<file path="src/rtl/core/ipd_pkg.sv">
// ----------------------------------------------------------------------------
// ipd_pkg
// Shared types, constants and the digit code table of the IR key decoder.
// ----------------------------------------------------------------------------
package ipd_pkg;

  localparam int TimeW    = 32;
  localparam int ScaledW  = 36;  // ten times a 32-bit interval
  localparam int UnitW    = 24;
  localparam int TolW     = 3;
  localparam int ThrW     = 29;  // 27 * (2^24 - 1) fits
  localparam int CfgIdxW  = 1;
  localparam int CfgDataW = 24;
  localparam int ByteW    = 8;
  localparam int DigitW   = 4;
  localparam int KeyPairs = 14;

  localparam int FifoDepthDef = 4;

  localparam logic [UnitW-1:0] UnitReset = 24'd12000;
  localparam logic [TolW-1:0]  TolReset  = 3'd1;

  typedef enum logic [CfgIdxW-1:0] {
    REG_UNIT_TICKS = 1'b0,
    REG_TOLERANCE  = 1'b1
  } cfg_reg_e;

  typedef enum logic [1:0] {
    CLS_ZERO  = 2'd0,
    CLS_ONE   = 2'd1,
    CLS_BREAK = 2'd2,
    CLS_LONG  = 2'd3
  } cls_e;

  typedef struct packed {
    logic [ThrW-1:0] lo10;
    logic [ThrW-1:0] hi10;
    logic [ThrW-1:0] lo15;
    logic [ThrW-1:0] hi15;
    logic [ThrW-1:0] lo20;
    logic [ThrW-1:0] hi20;
  } thr_t;

  typedef struct packed {
    logic              found;
    logic [DigitW-1:0] digit;
  } key_t;

  localparam logic [ByteW-1:0] PairFirst [KeyPairs] = '{
    8'h28, 8'h2a, 8'h49, 8'h50, 8'h52, 8'h52, 8'h54,
    8'h56, 8'h56, 8'h58, 8'h5c, 8'hd2, 8'hd6, 8'he8
  };
  localparam logic [ByteW-1:0] PairSecond [KeyPairs] = '{
    8'h13, 8'h49, 8'h2a, 8'h10, 8'h91, 8'h92, 8'h12,
    8'hc8, 8'h93, 8'h18, 8'h1a, 8'h91, 8'h93, 8'h13
  };
  localparam logic [DigitW-1:0] PairDigit [KeyPairs] = '{
    4'd7, 4'd8, 4'd8, 4'd1, 4'd5, 4'd3, 4'd2,
    4'd4, 4'd6, 4'd9, 4'd0, 4'd5, 4'd6, 4'd7
  };

  // lowest table index wins
  function automatic key_t key_lookup(input logic [ByteW-1:0] first,
                                      input logic [ByteW-1:0] second);
    key_t res;
    res.found = 1'b0;
    res.digit = '0;
    for (int i = KeyPairs - 1; i >= 0; i--) begin
      if (PairFirst[i] == first && PairSecond[i] == second) begin
        res.found = 1'b1;
        res.digit = PairDigit[i];
      end
    end
    return res;
  endfunction

endpackage

</file>
<file path="src/rtl/core/ipd_edge_if.sv">
// ----------------------------------------------------------------------------
// ipd_edge_if
// Stream channel carrying falling-edge timestamps.
// ----------------------------------------------------------------------------
interface ipd_edge_if;
  logic                       valid;
  logic                       ready;
  logic [ipd_pkg::TimeW-1:0]  edge_time;

  modport source (output valid, output edge_time, input ready);
  modport sink   (input valid, input edge_time, output ready);
endinterface

</file>
<file path="src/rtl/core/ipd_key_if.sv">
// ----------------------------------------------------------------------------
// ipd_key_if
// Stream channel carrying decoded code bytes and key digits.
// ----------------------------------------------------------------------------
interface ipd_key_if;
  logic                        valid;
  logic                        ready;
  logic [ipd_pkg::ByteW-1:0]   byte_value;
  logic                        key_found;
  logic [ipd_pkg::DigitW-1:0]  key_digit;

  modport source (output valid, output byte_value, output key_found, output key_digit,
                  input ready);
  modport sink   (input valid, input byte_value, input key_found, input key_digit,
                  output ready);
endinterface

</file>
<file path="src/rtl/core/ir_pulse_distance_key_decoder.sv">
// ----------------------------------------------------------------------------
// ir_pulse_distance_key_decoder
// IR remote pulse-distance decoder: edge timestamps in, code bytes and key
// digits out.
// ----------------------------------------------------------------------------
// channel   dir  handshake     payload
// edge_in   in   valid/ready   edge_time[31:0]
// key_out   out  valid/ready   byte_value[7:0], key_found, key_digit[3:0]
// cfg       in   cfg_we_i      cfg_idx_i (0 unit_ticks, 1 tolerance_tenths), cfg_wdata_i
//
// one edge per cycle while the classify stage is not stalled; a result passes the classify stage
// and the class queue into the output register after its edge transfer
// window bounds are registered again from the configuration registers after a write
// reset clears the skip flag, timestamp, code and pair state; no clearing pass
// a stalled output only stops long intervals; zero and one bits keep draining,
// and the intake stops once the class queue is full
// ----------------------------------------------------------------------------
module ir_pulse_distance_key_decoder #(
  parameter int FifoDepth = ipd_pkg::FifoDepthDef
) (
  input  logic                          clk_i,
  input  logic                          rst_ni,
  input  logic                          cfg_we_i,
  input  logic [ipd_pkg::CfgIdxW-1:0]   cfg_idx_i,
  input  logic [ipd_pkg::CfgDataW-1:0]  cfg_wdata_i,
  ipd_edge_if.sink                      edge_in,
  ipd_key_if.source                     key_out
);
  import ipd_pkg::*;

  logic push_valid, push_ready, pop_valid, pop_ready;
  cls_e push_data, pop_data;

  ipd_front u_front (
    .clk_i        (clk_i),
    .rst_ni       (rst_ni),
    .cfg_we_i     (cfg_we_i),
    .cfg_idx_i    (cfg_idx_i),
    .cfg_wdata_i  (cfg_wdata_i),
    .edge_in      (edge_in),
    .push_valid_o (push_valid),
    .push_ready_i (push_ready),
    .push_data_o  (push_data)
  );

  ipd_fifo #(
    .Depth (FifoDepth)
  ) u_fifo (
    .clk_i        (clk_i),
    .rst_ni       (rst_ni),
    .push_valid_i (push_valid),
    .push_ready_o (push_ready),
    .push_data_i  (push_data),
    .pop_valid_o  (pop_valid),
    .pop_ready_i  (pop_ready),
    .pop_data_o   (pop_data)
  );

  ipd_back u_back (
    .clk_i       (clk_i),
    .rst_ni      (rst_ni),
    .pop_valid_i (pop_valid),
    .pop_ready_o (pop_ready),
    .pop_data_i  (pop_data),
    .key_out     (key_out)
  );

endmodule

</file>
<file path="src/rtl/core/ipd_front.sv">
// ----------------------------------------------------------------------------
// ipd_front
// Edge intake: skips every other edge, measures the interval on the
// down-counting timer and classifies it against the unit windows.
// ----------------------------------------------------------------------------
module ipd_front (
  input  logic                          clk_i,
  input  logic                          rst_ni,
  input  logic                          cfg_we_i,
  input  logic [ipd_pkg::CfgIdxW-1:0]   cfg_idx_i,
  input  logic [ipd_pkg::CfgDataW-1:0]  cfg_wdata_i,
  ipd_edge_if.sink                      edge_in,
  output logic                          push_valid_o,
  input  logic                          push_ready_i,
  output ipd_pkg::cls_e                 push_data_o
);
  import ipd_pkg::*;

  logic [UnitW-1:0]   unit_q;
  logic [TolW-1:0]    tol_q;
  thr_t               thr_d, thr_q;
  logic               skip_q;
  logic [TimeW-1:0]   last_q;
  logic               s1_valid_q;
  logic [ScaledW-1:0] s1_scaled_d, s1_scaled_q;

  logic [ThrW-1:0]    ut, u10, u15, u20, ux;
  logic [TimeW-1:0]   diff, interval;
  logic               acc, s1_done, in10, in15, in20;
  cls_e               cls;

  // configuration registers
  always_ff @(posedge clk_i or negedge rst_ni) begin
    if (!rst_ni) begin
      unit_q <= UnitReset;
      tol_q  <= TolReset;
    end else if (cfg_we_i) begin
      unique case (cfg_reg_e'(cfg_idx_i))
        REG_UNIT_TICKS: unit_q <= cfg_wdata_i[UnitW-1:0];
        REG_TOLERANCE:  tol_q  <= cfg_wdata_i[TolW-1:0];
        default: ;
      endcase
    end
  end

  // window bounds (c -/+ t) * unit, refreshed every cycle
  always_comb begin
    ux  = ThrW'(unit_q);
    ut  = ux * ThrW'(tol_q);
    u10 = (ux << 3) + (ux << 1);
    u15 = (ux << 4) - ux;
    u20 = u10 << 1;
    thr_d.lo10 = u10 - ut;
    thr_d.hi10 = u10 + ut;
    thr_d.lo15 = u15 - ut;
    thr_d.hi15 = u15 + ut;
    thr_d.lo20 = u20 - ut;
    thr_d.hi20 = u20 + ut;
  end

  always_ff @(posedge clk_i) begin
    thr_q <= thr_d;
  end

  // interval with timer wrap
  always_comb begin
    diff        = last_q - edge_in.edge_time;
    interval    = (edge_in.edge_time < last_q) ? diff : diff - TimeW'(1);
    s1_scaled_d = (ScaledW'(interval) << 3) + (ScaledW'(interval) << 1);
  end

  always_comb begin
    in10 = (s1_scaled_q > ScaledW'(thr_q.lo10)) && (s1_scaled_q < ScaledW'(thr_q.hi10));
    in15 = (s1_scaled_q > ScaledW'(thr_q.lo15)) && (s1_scaled_q < ScaledW'(thr_q.hi15));
    in20 = (s1_scaled_q > ScaledW'(thr_q.lo20)) && (s1_scaled_q < ScaledW'(thr_q.hi20));
    if (in10)      cls = CLS_ZERO;
    else if (in15) cls = CLS_ONE;
    else if (in20) cls = CLS_BREAK;
    else           cls = CLS_LONG;
  end

  // breaks are dropped here and never take a queue slot
  assign push_valid_o  = s1_valid_q && (cls != CLS_BREAK);
  assign push_data_o   = cls;
  assign s1_done       = s1_valid_q && ((cls == CLS_BREAK) || push_ready_i);
  assign edge_in.ready = !s1_valid_q || s1_done;
  assign acc           = edge_in.valid && edge_in.ready;

  always_ff @(posedge clk_i or negedge rst_ni) begin
    if (!rst_ni) begin
      skip_q     <= 1'b0;
      last_q     <= '0;
      s1_valid_q <= 1'b0;
    end else begin
      if (acc) begin
        skip_q <= !skip_q;
        if (!skip_q) begin
          last_q <= edge_in.edge_time;
        end
      end
      if (acc && !skip_q) begin
        s1_valid_q <= 1'b1;
      end else if (s1_done) begin
        s1_valid_q <= 1'b0;
      end
    end
  end

  always_ff @(posedge clk_i) begin
    if (acc && !skip_q) begin
      s1_scaled_q <= s1_scaled_d;
    end
  end

  a_s1_hold: assert property (@(posedge clk_i) disable iff (!rst_ni)
    s1_valid_q && !s1_done |=> s1_valid_q && $stable(s1_scaled_q))
    else $error("classify stage lost its interval while stalled");

  a_skip_toggle: assert property (@(posedge clk_i) disable iff (!rst_ni)
    acc |=> skip_q != $past(skip_q))
    else $error("skip flag did not toggle on a transfer");

  a_skip_keeps_time: assert property (@(posedge clk_i) disable iff (!rst_ni)
    acc && skip_q |=> $stable(last_q))
    else $error("skipped edge changed the stored timestamp");

endmodule

</file>
<file path="src/rtl/core/ipd_fifo.sv">
// ----------------------------------------------------------------------------
// ipd_fifo
// Small class queue between the edge intake and the byte assembler.
// ----------------------------------------------------------------------------
module ipd_fifo #(
  parameter int Depth = ipd_pkg::FifoDepthDef
) (
  input  logic           clk_i,
  input  logic           rst_ni,
  input  logic           push_valid_i,
  output logic           push_ready_o,
  input  ipd_pkg::cls_e  push_data_i,
  output logic           pop_valid_o,
  input  logic           pop_ready_i,
  output ipd_pkg::cls_e  pop_data_o
);
  import ipd_pkg::*;

  localparam int PtrW = (Depth > 1) ? $clog2(Depth) : 1;
  localparam int CntW = $clog2(Depth + 1);

  cls_e            mem_q [Depth];
  logic [PtrW-1:0] wr_q, rd_q;
  logic [CntW-1:0] count_q;
  logic            push_fire, pop_fire;

  assign push_ready_o = (count_q != CntW'(Depth));
  assign pop_valid_o  = (count_q != '0);
  assign pop_data_o   = mem_q[rd_q];
  assign push_fire    = push_valid_i && push_ready_o;
  assign pop_fire     = pop_valid_o && pop_ready_i;

  always_ff @(posedge clk_i or negedge rst_ni) begin
    if (!rst_ni) begin
      wr_q    <= '0;
      rd_q    <= '0;
      count_q <= '0;
    end else begin
      if (push_fire) begin
        wr_q <= (wr_q == PtrW'(Depth - 1)) ? '0 : wr_q + PtrW'(1);
      end
      if (pop_fire) begin
        rd_q <= (rd_q == PtrW'(Depth - 1)) ? '0 : rd_q + PtrW'(1);
      end
      if (push_fire && !pop_fire) begin
        count_q <= count_q + CntW'(1);
      end else if (pop_fire && !push_fire) begin
        count_q <= count_q - CntW'(1);
      end
    end
  end

  always_ff @(posedge clk_i) begin
    if (push_fire) begin
      mem_q[wr_q] <= push_data_i;
    end
  end

  a_count_range: assert property (@(posedge clk_i) disable iff (!rst_ni)
    count_q <= CntW'(Depth))
    else $error("queue count beyond depth");

  a_count_up: assert property (@(posedge clk_i) disable iff (!rst_ni)
    push_fire && !pop_fire |=> count_q == $past(count_q) + CntW'(1))
    else $error("queue count did not follow a push");

  a_empty_through: assert property (@(posedge clk_i) disable iff (!rst_ni)
    push_fire && count_q == '0 |=> pop_valid_o && pop_data_o == $past(push_data_i))
    else $error("push into empty queue not visible at head");

endmodule

</file>
<file path="src/rtl/core/ipd_back.sv">
// ----------------------------------------------------------------------------
// ipd_back
// Byte assembler: shifts zero and one bits into the code, emits the byte on
// a long interval and matches it with the previous byte against the table.
// ----------------------------------------------------------------------------
module ipd_back (
  input  logic           clk_i,
  input  logic           rst_ni,
  input  logic           pop_valid_i,
  output logic           pop_ready_o,
  input  ipd_pkg::cls_e  pop_data_i,
  ipd_key_if.source      key_out
);
  import ipd_pkg::*;

  logic [ByteW-1:0]  shift_q, prev_q, byte_q;
  logic              prev_valid_q, out_valid_q, found_q;
  logic [DigitW-1:0] digit_q;
  logic              is_long, pop_fire, found;
  key_t              hit;

  assign is_long     = (pop_data_i == CLS_LONG);
  assign pop_ready_o = !is_long || !out_valid_q || key_out.ready;
  assign pop_fire    = pop_valid_i && pop_ready_o;

  assign hit   = key_lookup(prev_q, shift_q);
  assign found = prev_valid_q && hit.found;

  always_ff @(posedge clk_i or negedge rst_ni) begin
    if (!rst_ni) begin
      shift_q      <= '0;
      prev_q       <= '0;
      prev_valid_q <= 1'b0;
      out_valid_q  <= 1'b0;
    end else begin
      if (pop_fire) begin
        case (pop_data_i)
          CLS_ZERO: shift_q <= {shift_q[ByteW-2:0], 1'b0};
          CLS_ONE:  shift_q <= {shift_q[ByteW-2:0], 1'b1};
          CLS_LONG: begin
            shift_q <= '0;
            if (found) begin
              prev_valid_q <= 1'b0;
            end else begin
              prev_q       <= shift_q;
              prev_valid_q <= 1'b1;
            end
          end
          default: ;
        endcase
      end
      if (pop_fire && is_long) begin
        out_valid_q <= 1'b1;
      end else if (key_out.ready) begin
        out_valid_q <= 1'b0;
      end
    end
  end

  always_ff @(posedge clk_i) begin
    if (pop_fire && is_long) begin
      byte_q  <= shift_q;
      found_q <= found;
      digit_q <= found ? hit.digit : '0;
    end
  end

  assign key_out.valid      = out_valid_q;
  assign key_out.byte_value = byte_q;
  assign key_out.key_found  = found_q;
  assign key_out.key_digit  = digit_q;

  a_long_emits: assert property (@(posedge clk_i) disable iff (!rst_ni)
    pop_fire && is_long |=> out_valid_q && shift_q == '0)
    else $error("long interval did not emit and clear the code");

  a_match_consumes: assert property (@(posedge clk_i) disable iff (!rst_ni)
    pop_fire && is_long && found |=> !prev_valid_q && found_q)
    else $error("matched pair not consumed");

  a_digit_zero: assert property (@(posedge clk_i) disable iff (!rst_ni)
    out_valid_q && !found_q |-> digit_q == '0)
    else $error("digit set without a key match");

endmodule
</file>
<file path="src/flat_wrapper.sv">
// flat-port wrapper written by rule: the top's interface ports become plain ports
module ir_pulse_distance_key_decoder_flat import ipd_pkg::*;
#(
  parameter int FifoDepth = ipd_pkg::FifoDepthDef
)
  (clk_i, rst_ni, cfg_we_i, cfg_idx_i, cfg_wdata_i, edge_in_valid, edge_in_edge_time, edge_in_ready, key_out_valid, key_out_byte_value, key_out_key_found, key_out_key_digit, key_out_ready);
  ipd_edge_if edge_in_i ();
  ipd_key_if key_out_i ();
  input  logic clk_i;
  input  logic rst_ni;
  input  logic cfg_we_i;
  input  logic [ipd_pkg::CfgIdxW-1:0] cfg_idx_i;
  input  logic [ipd_pkg::CfgDataW-1:0] cfg_wdata_i;
  input wire logic [$bits(edge_in_i.valid)-1:0] edge_in_valid;
  input wire logic [$bits(edge_in_i.edge_time)-1:0] edge_in_edge_time;
  output wire logic [$bits(edge_in_i.ready)-1:0] edge_in_ready;
  output wire logic [$bits(key_out_i.valid)-1:0] key_out_valid;
  output wire logic [$bits(key_out_i.byte_value)-1:0] key_out_byte_value;
  output wire logic [$bits(key_out_i.key_found)-1:0] key_out_key_found;
  output wire logic [$bits(key_out_i.key_digit)-1:0] key_out_key_digit;
  input wire logic [$bits(key_out_i.ready)-1:0] key_out_ready;
  assign edge_in_i.valid = edge_in_valid;
  assign edge_in_i.edge_time = edge_in_edge_time;
  assign edge_in_ready = edge_in_i.ready;
  assign key_out_valid = key_out_i.valid;
  assign key_out_byte_value = key_out_i.byte_value;
  assign key_out_key_found = key_out_i.key_found;
  assign key_out_key_digit = key_out_i.key_digit;
  assign key_out_i.ready = key_out_ready;
  ir_pulse_distance_key_decoder #(.FifoDepth(FifoDepth)) u_core (.clk_i(clk_i), .rst_ni(rst_ni), .cfg_we_i(cfg_we_i), .cfg_idx_i(cfg_idx_i), .cfg_wdata_i(cfg_wdata_i), .edge_in(edge_in_i), .key_out(key_out_i));
endmodule
</file>
<file path="config.mk">
export PLATFORM = sky130hd
export DESIGN_NAME = ir_pulse_distance_key_decoder_flat
export DESIGN_NICKNAME = d
export VERILOG_FILES = /design/src/rtl/core/ipd_pkg.sv /design/src/rtl/core/ipd_edge_if.sv /design/src/rtl/core/ipd_key_if.sv /design/src/rtl/core/ir_pulse_distance_key_decoder.sv /design/src/rtl/core/ipd_front.sv /design/src/rtl/core/ipd_fifo.sv /design/src/rtl/core/ipd_back.sv /design/src/flat_wrapper.sv
export SDC_FILE = /design/constraint.sdc
export NUM_CORES = 1
export LEC_CHECK = 0
export ABC_AREA = 1
export BUFFER_PORTS_ARGS = -buffer_cell sky130_fd_sc_hd__buf_2
export CORE_ASPECT_RATIO = 0.9
export CORE_MARGIN = 1
export CORE_UTILIZATION = 45
export DETAILED_ROUTE_END_ITERATION = 8
export GPL_TIMING_DRIVEN = 0
export MAX_ROUTING_LAYER = met4
export PLACE_DENSITY = 0.7
export SLEW_MARGIN = 40
export SYNTH_ARGS = -nofsm -noshare
export SYNTH_HDL_FRONTEND = slang
export SYNTH_SLANG_ARGS = --single-unit
</file>
<file path="constraint.sdc">
create_clock -name clk_i -period 5.2 [get_ports clk_i]
set_input_delay 0 -clock clk_i [delete_from_list [all_inputs] [get_ports clk_i]]
set_output_delay 0 -clock clk_i [all_outputs]
set_load 0.01 [all_outputs]
</file>
==> summary.txt <==
GRT
  • Pin count of the biggest net entering global routing: 61
  • First-pass GRT wire length: 137.9 mm
  • GR Overflow Total: 0
  • Vias in the first global route: around 26000
  • GRT Overall Usage: a little over a quarter
  • Initial antenna violation count: 1

STA
  • Max Clk Rate: roughly 190 MHz
  • Setup Viol. Count Final: 1
  • Slew Viols, Final: 0
  • Hold WS: 145.5 ps
  • Final setup margin: -83.09 ps
  • Setup TNS: -83.09 ps
  • Relative slew slack: between 30% and 40%
  • Hold Vio Cnt, Final: 0
  • Clock Skew: 15.71 ps
  • Post-layout min period: between 5000 and 6000 ps
  • RSZ-0062 raised after global routing: yes
  • Worst-margin pin slew: approximately 910 ps
  • Final Cycle Share: 101.6%

Synth
  • Largest family of logic cells by synthesized area: simple AND/OR/NAND/NOR gates
  • Syn Nets: approximately 4800
  • Post-synth ARST share: ~28%
  • Seq/Total Area, Yosys: 23.87%
  • Synthesis Warnings: 0
  • Main flop type after synthesis: dfxtp_1
  • Register bit total from synthesis: between 300 and 400
  • Post-synth EDFFs: 56
  • Compound-gate portion of the synthesized area: between 10% and 20%
  • Mux cell area share after synthesis: less than 1%
  • Cells after Synth: between 4000 and 5000
  • Post-Synth Adder-Cell Area: a little over a fifth
  • Synth Cell Area: ~30000 sq um
  • Simple-gate portion of the synthesized area: a little under a quarter
  • Synth Area in XOR/XNOR: between 7 and 8%
  • Synthesized area per cell: between 7 and 8 sq um
  • Distinct cells, synth: 73

CTS
  • Register clock-pin slew on the reported worst setup and hold paths: about 60 ps
  • Root buffer cell: clkbuf_16
  • Clk Latency, worst-skew pair: 580 ps
  • Clk sink count: 312
  • Clock Path Buffers: 3
  • Cts bufs inserted: 40
  • CTS HTree Levels: 2
  • CTS tree: yes

Routing
  • DRC viols: 0
  • Vias per inst: ~5.2
  • ANT nets after route: 0
  • Router iterations before antenna repair: 5
  • Drt wl/cell: approximately 16 um
  • DR vias: ~28000
  • Routed WL: 88.87 mm
  • DR iter-0 viols: about 2600

Worst setup path
  • Most common cell on crit path: nand2_2
  • R2R Path Start: u_core.u_front.tol_q[0]$_DFFE_PN1P_
  • Critical-path top delay cell: dfstp_2
  • Critical Path End: u_core.u_front.thr_q[86]$_DFF_P_
  • Kind of critical path: reg -> reg
  • Reg2reg setup slack: -80 ps
  • Slowest cell delay on critical path: about 550 ps
  • Crit path arrival time: 5730 ps
  • Reg2Reg Depth: 37
  • CP endpoint kind: register
  • Req. time, crit path: 5650 ps
  • FF-to-FF End: u_core.u_front.thr_q[86]$_DFF_P_
  • Worst Path Max Fanout: 6
  • CP startpoint: u_core.u_front.tol_q[0]$_DFFE_PN1P_
  • CP startpoint kind: register

Cells and area
  • Fillers: approximately 6300
  • # nets final: 5069
  • Most common cell after layout, fill and taps aside: nand2_1
  • Ant diodes: 0
  • Most frequent cells in the layout: nand2_1, inv_1, ha_1, a21oi_1, nor2_1
  • Layout cells sized above 1: 13.46%
  • Storage cell area: ~7300 sq um
  • Multi-input gate area: 21450 sq um
  • Area growth syn-to-layout: 19.01%

Floorplan
  • Die Span Y: 248.4 um
  • IO Count: 77
  • Die width: about 280 um
  • Core area: 66150 sq um
  • Initial cell density of the core: about 46%
  • Site row count: a little under 90
  • Full die area: around 69000 sq um

Run status
  • Violated checks: negative setup slack
  • Outcome: finished with violations

Worst hold path
  • Hold Path Stages: 6
  • Hold Crit Class: in -> reg

Flow run
  • # Max-Cap Violations: 0

Placement
  • Dpl hpwl: about 70 mm
  • GP Congestion: about 0.98
  • IO Port Bufs: 76
worst min-delay path by stage:
stage / start / to / slack, ps
floorplan: rst_ni / u_core.u_back.key_out.valid$_DFFE_PN0P_ / -300
global placement: cfg_wdata_i[13] / u_core.u_front.unit_q[13]$_DFFE_PN1P_ / 230
detailed placement: rst_ni / u_core.u_front.unit_q[22]$_DFFE_PN0P_ / -130
CTS: cfg_idx_i / u_core.u_front.unit_q[10]$_DFFE_PN1P_ / 100
global route: key_out_ready / u_core.u_back.key_out.valid$_DFFE_PN0P_ / 200
finish: cfg_idx_i / u_core.u_front.unit_q[10]$_DFFE_PN1P_ / 150
worst max-delay path: cells and delay by family (launching register included):
kind | cells | cell delay (ps)
adder cells (fa/ha/maj) | 4 | 1330
buffers and inverters | 2 | 160
XOR/XNOR | 2 | 350
AND/OR/NAND/NOR | 26 | 2330
AO/OA/AOI/OAI | 3 | 430
flip-flops | 1 | 550
synthesized netlist by cell type (47+ instances only):
cell type | instances | area share, %
dfxtp_1 | 170 | 11
nand3_1 | 186 | 3.1
o21ai_0 | 157 | 2.6
inv_1 | 755 | 9.3
xnor2_1 | 47 | 1.4
xor2_1 | 230 | 6.6
ha_1 | 460 | 19
nand2_1 | 908 | 11
nand4_1 | 71 | 1.5
clkbuf_1 | 60 | 0.74
edfxtp_1 | 56 | 5.5
nor2_1 | 290 | 3.6
a21oi_1 | 410 | 6.8
dfrtp_1 | 78 | 6.4
flip-flops by register name, summed over array words and instances, names as in the netlist, 2 cells and up:
| signal | count |
|---|---|
| u_core.u_front.thr_q | 170 |
| u_core.u_front.s1_scaled_q | 35 |
| u_core.u_front.last_q | 32 |
| u_core.u_front.unit_q | 24 |
| u_core.u_back.key_out.byte_value | 8 |
| u_core.u_back.prev_q | 8 |
| u_core.u_back.shift_q | 8 |
| u_core.u_fifo.mem_q | 8 |
| u_core.u_back.key_out.key_digit | 4 |
| u_core.u_fifo.count_q | 3 |
| u_core.u_front.tol_q | 3 |
| u_core.u_fifo.rd_q | 2 |
| u_core.u_fifo.wr_q | 2 |
area by class of cell:
cell class	count	area share (%)
inverters	777	8.111
well taps	864	2.992
repair buffers	224	4.804
clock inverters	17	0.6927
multi-input cells	3123	59.36
plain buffers	37	0.5749
flip-flops and latches	312	20.08
clock buffers	57	3.377
per-layer routing:
metal  share of wire, %  global-route usage, %  vias to the layer above
li1                   -                      -                    14390
met1                 48                  38.05                    13000
met2                 41                  36.47                      880
met3                8.4                  5.051                      120
met4                2.2                  6.782                        0
met5                  0                      -                        -
stage by stage:
stage	util [%]	std cells	cell area [sq um]	worst slack, ps
floorplan	-	4285	30370	7.125
global placement	48.12	5225	31830	-1440
detailed placement	48.18	5226	31870	-1452
CTS	53.15	5399	35150	-170.4
global route	54.62	5411	36130	-294.3
finish	54.62	5411	36130	-83.09
logic make-up after synthesis:
logic type,count (synthesis)
mux,1
buf+inv,850
simple gates,1610
other cells,1
flops,312
xor+xnor,277
fa+ha+maj,492
compound gates,742
timing repair:
item,4_1_cts,5_1_grt
pin swaps,49,85
endpoints found under the hold margin,150,0
hold buffers,64,0
gates resized for setup,174,208
endpoints found under the setup margin,108,64
setup buffers,52,32
Power is left out: the tool's default activity adds up to more than one toggle a clock period on the data nets, which glitch-free logic cannot reach.
